==> src/rtl/core/cfad_pkg.sv <==
// Shared types and constants for the CAN frame anomaly detector core.
package cfad_pkg;

	localparam int WindowDepthDef = 16;
	localparam int BaselineEntriesDef = 128;
	localparam int NumRangesDef = 6;

	localparam logic [28:0] TempIdLow = 29'h300;
	localparam logic [28:0] TempIdHigh = 29'h399;
	localparam logic [7:0] TempLimitRst = 8'd120;
	localparam logic [4:0] FloodThreshRst = 5'd11;

	typedef enum logic [2:0] {
		VERDICT_NORMAL  = 3'd0,
		VERDICT_ANOMALY = 3'd1,
		VERDICT_FLOOD   = 3'd2,
		VERDICT_LEARNED = 3'd3,
		VERDICT_FULL    = 3'd4
	} verdict_t;

	typedef enum logic [2:0] {
		ST_IDLE,
		ST_SEARCH,
		ST_DECIDE,
		ST_SCAN,
		ST_OUT
	} state_t;

	// register indexes
	localparam logic [2:0] RegTempLimit = 3'd6;
	localparam logic [2:0] RegFloodThresh = 3'd7;

	// search request handed down the table chain
	typedef struct packed {
		logic        vld;
		logic [28:0] id;
	} probe_t;

endpackage

==> src/rtl/core/cfad_tbl_cell.sv <==
// One baseline table cell: holds an identifier and length, passes a probe on.
module cfad_tbl_cell (
	input  logic                 clk,
	input  logic                 arst_n,
	input  cfad_pkg::probe_t     probe_in,
	input  logic                 used,
	input  logic                 wr_en,
	input  logic [28:0]          wr_id,
	input  logic [3:0]           wr_len,
	output cfad_pkg::probe_t     probe_out,
	output logic                 hit,
	output logic [3:0]           len
);
	logic [28:0] id_q;
	logic [3:0]  len_q;

	// entry storage
	always_ff @(posedge clk) begin
		if (wr_en) begin
			id_q <= wr_id;
			len_q <= wr_len;
		end
	end

	// pass the probe to the neighbor through a register
	always_ff @(posedge clk or negedge arst_n) begin
		if (!arst_n) begin
			probe_out <= '0;
		end else begin
			probe_out <= probe_in;
		end
	end

	assign hit = probe_in.vld && used && (id_q == probe_in.id);
	assign len = len_q;
endmodule

==> config.mk <==
export PLATFORM = sky130hd
export DESIGN_NAME = cfad_tbl_cell
export DESIGN_NICKNAME = d
export VERILOG_FILES = /design/src/rtl/core/cfad_pkg.sv /design/src/rtl/core/cfad_tbl_cell.sv
export SDC_FILE = /design/constraint.sdc
export NUM_CORES = 1
export LEC_CHECK = 0
export BUFFER_PORTS_ARGS = -buffer_cell sky130_fd_sc_hd__buf_2
export CAP_MARGIN = 20
export CORE_MARGIN = 5
export CORE_UTILIZATION = 40
export DETAILED_ROUTE_END_ITERATION = 8
export PLACE_DENSITY_LB_ADDON = 0.15
export SLEW_MARGIN = 20
export SYNTH_ARGS = -nofsm -noshare
export SYNTH_HDL_FRONTEND = slang
export SYNTH_SLANG_ARGS = --single-unit
==> constraint.sdc <==
create_clock -name clk -period 1.1 [get_ports clk]
set_input_delay 0.055 -clock clk [delete_from_list [all_inputs] [get_ports clk]]
set_output_delay 0.055 -clock clk [all_outputs]
set_load 0.02 [all_outputs]
==> impl_metrics.toml, run 1 <==
[floorplan]
rows = 26
ios = 102
dieArea_mm2 = 0.006698
initial_core_util = 0.4068
coreArea_mm2 = 0.005075
die_x_um = 81.84
dieHeight_um = 81.84

[power_and_ir_drop]
p_int_mw = 4.290
power_frac_seq = 0.496
clockPowerShare = 0.380
switching_power_mw = 1.163
p_per_area_mw_per_mm2 = 1522
irDropWorstVdd_uv = 907.7
p_comb_frac = 0.124
swShare = 0.2133
power.leakage_nw = 1.591

[global_routing]
grt_pass1_vias = 1718
grt-ovfl-total = 0
grt_max_degree = 34
grt_usage = 0.1640
antenna_found_initial = 0
grt_pass1_wl_um = 7707

[finish]
layout_commonest_cell = "buf_2"
syn2layout_area_growth_pct = 73.52
num-nets-final = 349
final_cell_mix = "100 x buf_2, 64 x dlygate4sd3_1, 33 x edfxtp_1"
drive_gt1_frac = 0.4286
diodes = 0
final_cell_area_mm2 = 0.003582

[flow_run]
max-cap-violations = 0

[sta]
slew_violations = 0
whs_ns = 0.1871
period_minus_slack_ns = 1.780
worst_slack_ns = -0.6799
final-setup-viol-count = 1
rsz0062_at_grt = "yes"
timing.fmax_mhz = 561.8
final.period_utilization = 1.618
hold_violations = 0
worstMarginPinSlew_ns = 0.3822
relSlewSlack = 0.7452

[clocking]
cts.sinks = 63
cts_setup_buffers = 0
clkTransAtPathRegs_ns = 0.07
cts-root-buf = "clkbuf_8"
ctsHtreeMaxLevel = 3
tritoncts = "built"
cts.path.max_buffers = 2
cts_buffers = 9

[critical_path]
start_kind = "flop"
worst_ep_required_time_ns = 1.04
worstSetupPathType = "reg -> out"
critPathCaptureType = "primary output"
crit_fanout = 1
critPathArrivalTime_ns = 1.72

[detailed_routing]
via_per_inst = 4.249
vias = 1517
post-route-drc-count = 0
initialDrtViolationCount = 32
wl_um = 5029
dr.pass1.iters = 4
wl_per_cell_um = 14.09
ant_nets = 0

[synthesis]
yosys_warnings = 0
avgSynthCellArea_um2 = 20.24
synth.net_count = 169
syn_inst = 102
synth-seq-cells = 63
yosysSeqAreaShare = 0.8436
synth_cell_types = 7
syn_area_mm2 = 0.002064

[placed_design]
dpl-instance-area_mm2 = 0.002709
post-dp-hpwl_um = 3296
routabilityCongestion = 0.6738
io_buffer_count = 101

[min_path]
hp-class = "in -> reg"

[status]
violations = "negative setup slack"
status = "complete, but fails checks"
==> synthesized netlist by cell type <==
master / instances / area share
dfrtp_1: 30 / 0.36
nand4_1: 4 / 0.012
xor2_1: 20 / 0.085
nor4_1: 5 / 0.015
nor4_2: 1 / 0.0061
xnor2_1: 9 / 0.038
edfxtp_1: 33 / 0.48
==> power groups by stage <==
stage | logic (mW) | clock network, mW | registers [mW]
3_5_place_dp | 0.485 | 0 | 2.76
5_1_grt | 0.735 | 2.24 | 2.72
4_1_cts | 0.668 | 2.12 | 2.71
3_3_place_gp | 0.477 | 0 | 2.75
6_report | 0.676 | 2.07 | 2.71
2_1_floorplan | 0.103 | 0 | 2.84
==> flip-flops by register name (all words and copies together) (netlist names) <==
name / count
len: 4
probe_out: 30
id_q: 29
==> cell type report <==
class | count | area, µm²
clock inverters | 4 | 70.07
repair buffers | 169 | 1191
fillers | 363 | 1493
well taps | 70 | 87.58
flip-flops and latches | 63 | 1742
clock buffers | 12 | 135.1
multi-input cells | 39 | 356.6
==> critical path, stage by stage, from the launching register on <==
cell	delay [ns]
edfxtp_1	0.38
xor2_1	0.17
nor4_2	0.27
nand4_1	0.17
nor4_4	0.23
buf_4	0.18
==> per-layer routing <==
metal  up-vias  global-route usage  part of all wire
met1       704              0.1552              0.34
met4         0             0.09967             0.021
met2        76              0.3021              0.54
met5         -                   0                 0
li1        726                   -                 -
met3        11             0.05373              0.10
==> kinds of logic (layout without fill, tap and decap cells) <==
group,after synthesis,after routing,synth area share
simple gates,10,10,0.03333
xor+xnor,29,29,0.1230
flops,63,63,0.8436
buf+inv,0,185,0
==> metrics by stage <==
stage | utilization | TNS, ns | power (mW) | setup WS [ns] | instances
final | 0.7059 | -0.6799 | 5.453 | -0.6799 | 357
after global routing | 0.7059 | -0.8481 | 5.692 | -0.8481 | 357
after CTS | 0.7034 | -0.7448 | 5.500 | -0.7448 | 357
after detailed placement | 0.5338 | -0.4896 | 3.240 | -0.4896 | 277
after global placement | 0.5338 | -0.4757 | 3.225 | -0.4757 | 277
after floorplan | - | -0.2343 | 2.945 | -0.2343 | 102
==> repair_timing <==
action                                  4_1_cts  5_1_grt
endpoints found under the hold margin        93        0
resized for setup                             3        2
endpoints found under the setup margin        1        1
hold buffers                                 64        0
pin swaps                                     1        2
==> worst paths after layout <==
check / to / cells past startpoint / from
max in group asynchronous: probe_out[15]$_DFF_PN0_ / 3 / arst_n
min: id_q[6]$_DFFE_PP_ / 2 / wr_en
max: hit / 5 / id_q[19]$_DFFE_PP_
min in group asynchronous: probe_out[22]$_DFF_PN0_ / 3 / arst_n
No activity file was read; power rests on OpenSTA's default activity.
==> run 2: changes to the inputs <==
--- a/config.mk
+++ b/config.mk
@@ -8,7 +8,7 @@
 export BUFFER_PORTS_ARGS = -buffer_cell sky130_fd_sc_hd__buf_2
 export CAP_MARGIN = 20
 export CORE_MARGIN = 5
-export CORE_UTILIZATION = 40
+export CORE_UTILIZATION = 45
 export DETAILED_ROUTE_END_ITERATION = 8
 export PLACE_DENSITY_LB_ADDON = 0.15
 export SLEW_MARGIN = 20
==> constraint.sdc (replaced) <==
create_clock -name clk -period 1.85 [get_ports clk]
set_input_delay 0.0925 -clock clk [delete_from_list [all_inputs] [get_ports clk]]
set_output_delay 0.0925 -clock clk [all_outputs]
set_load 0.02 [all_outputs]
==> run 2 against run 1 <==
The run now ends clean. Clock power fell by 41%. Worst setup slack improved by 0.72 ns. Via count rose by 0.13%. First-iteration DRC count rose by 66%. Sequential power fell by 41%. Non-clock buffer count fell by 4. Cell area fell by 2.2%. Die area fell by 9.8%. Clock-buffer cell count rose by 1. Core utilization rose by 8.7 points. Combinational power fell by 43%.
==> impl_metrics.toml, run 2 (synthesis gave the netlist of run 1 again) <==
[detailed_routing]
via_per_inst = 4.534
dr.pass1.iters = 4
initialDrtViolationCount = 53
wl_per_cell_um = 16.02
ant_nets = 0
wl_um = 5368
post-route-drc-count = 0
vias = 1519

[min_path]
min_from = "probe_in[19]"
worstHoldEndpoint = "probe_out[19]$_DFF_PN0_"
hp-class = "in -> reg"
holdPathStages = 2

[sta]
slew_violations = 0
period_minus_slack_ns = 1.811
whs_ns = 0.08455
worstMarginPinSlew_ns = 0.7370
relSlewSlack = 0.5087
final-setup-viol-count = 0
hold_violations = 0
timing.fmax_mhz = 552.1
final.period_utilization = 0.9791
rsz0062_at_grt = "yes"
worst_slack_ns = 0.03866

[placed_design]
routabilityCongestion = 0.6949
post-place-ws_ns = 0.3010
io_buffer_count = 101
post-dp-hpwl_um = 3117
dpl-instance-area_mm2 = 0.002635
place_inst = 255

[global_routing]
grt_usage = 0.1857
grt_max_degree = 34
antenna_found_initial = 0
grt_pass1_vias = 1782
grt_pass1_wl_um = 8383
grt-ovfl-total = 0

[finish]
final_util = 0.7934
num-nets-final = 345
drive_gt1_frac = 0.4205
layout_commonest_cell = "buf_2"
syn2layout_area_growth_pct = 69.64
final_cell_mix = "100 x buf_2, 63 x dlygate4sd3_1, 33 x edfxtp_1"
regMostFlops = "probe_out"
largest_register_ffs = 30
diodes = 0
instances_no_fill = 335
final_cell_area_mm2 = 0.003502

[status]
status = "completed"

[floorplan]
coreArea_mm2 = 0.004414
initial_core_util = 0.4677
dieArea_mm2 = 0.006042
rows = 24
dieHeight_um = 77.73
die_x_um = 77.73
ios = 102

[power_and_ir_drop]
p_per_area_mw_per_mm2 = 921.7
irDropWorstVdd_uv = 784.9
power.leakage_nw = 1.566

[critical_path]
worst_ep_required_time_ns = 1.76
critPathArrivalTime_ns = 1.72
worstSetupPathType = "reg -> out"
start_kind = "flop"
crit_fanout = 1
critPathCaptureType = "primary output"

[flow_run]
max-cap-violations = 0

[clocking]
ctsHtreeMaxLevel = 3
cts_buffers = 9
cts.path.max_buffers = 2
tritoncts = "built"
clkTransAtPathRegs_ns = 0.06
cts-root-buf = "clkbuf_8"
cts.sinks = 63
==> run 2: metrics by stage <==
step | power, mW | setup TNS (ns)
floorplan | 1.750 | 0
global placement | 1.904 | 0
detailed placement | 1.913 | 0
CTS | 3.244 | -0.000003220
global route | 3.362 | -0.1236
finish | 3.228 | 0
==> run 2: layout make-up <==
cell class              count  area (µm²)
repair buffers            165        1151
clock buffers              13       168.9
multi-input cells          39       335.3
fillers                   264       912.1
clock inverters             3       40.04
well taps                  52       65.06
flip-flops and latches     63        1742
==> run 2: layer usage <==
layer,vias up,GRT usage,share of wire
met4,0,0.09794,0.019
met1,728,0.1820,0.34
met3,9,0.04861,0.073
met2,65,0.3497,0.57
li1,717,-,-
met5,-,0,0
==> run 2: worst max-delay path, stage by stage, from the launching register on <==
cell      delay (ns)
edfxtp_1        0.38
xor2_1          0.15
nor4_1          0.28
nand4_1         0.17
nor4_2          0.23
buf_4           0.18
==> run 2: power breakdown <==
| group | switching (mW) | total [mW] | internal, mW |
|---|---|---|---|
| combinational | 0.180 | 0.388 | 0.207 |
| clock | 0.499 | 1.23 | 0.729 |
| sequential | 0.0328 | 1.61 | 1.58 |
| total | 0.713 | 3.23 | 2.52 |
==> run 2: how the worst max path moves through the flow <==
stage,startpoint,end
2_1_floorplan,id_q[22]$_DFFE_PP_,hit
3_3_place_gp,id_q[25]$_DFFE_PP_,hit
3_5_place_dp,id_q[25]$_DFFE_PP_,hit
4_1_cts,id_q[22]$_DFFE_PP_,hit
5_1_grt,id_q[22]$_DFFE_PP_,hit
6_report,id_q[22]$_DFFE_PP_,hit
==> run 2: repair_timing <==
item | 4_1_cts | 5_1_grt
endpoints found under the hold margin | 93 | 0
cloned | 0 | 0
resized for setup | 3 | 1
pin swaps | 0 | 2
hold buffers | 64 | 0
setup endpoints to repair | 1 | 1
buffers inserted | 0 | 0
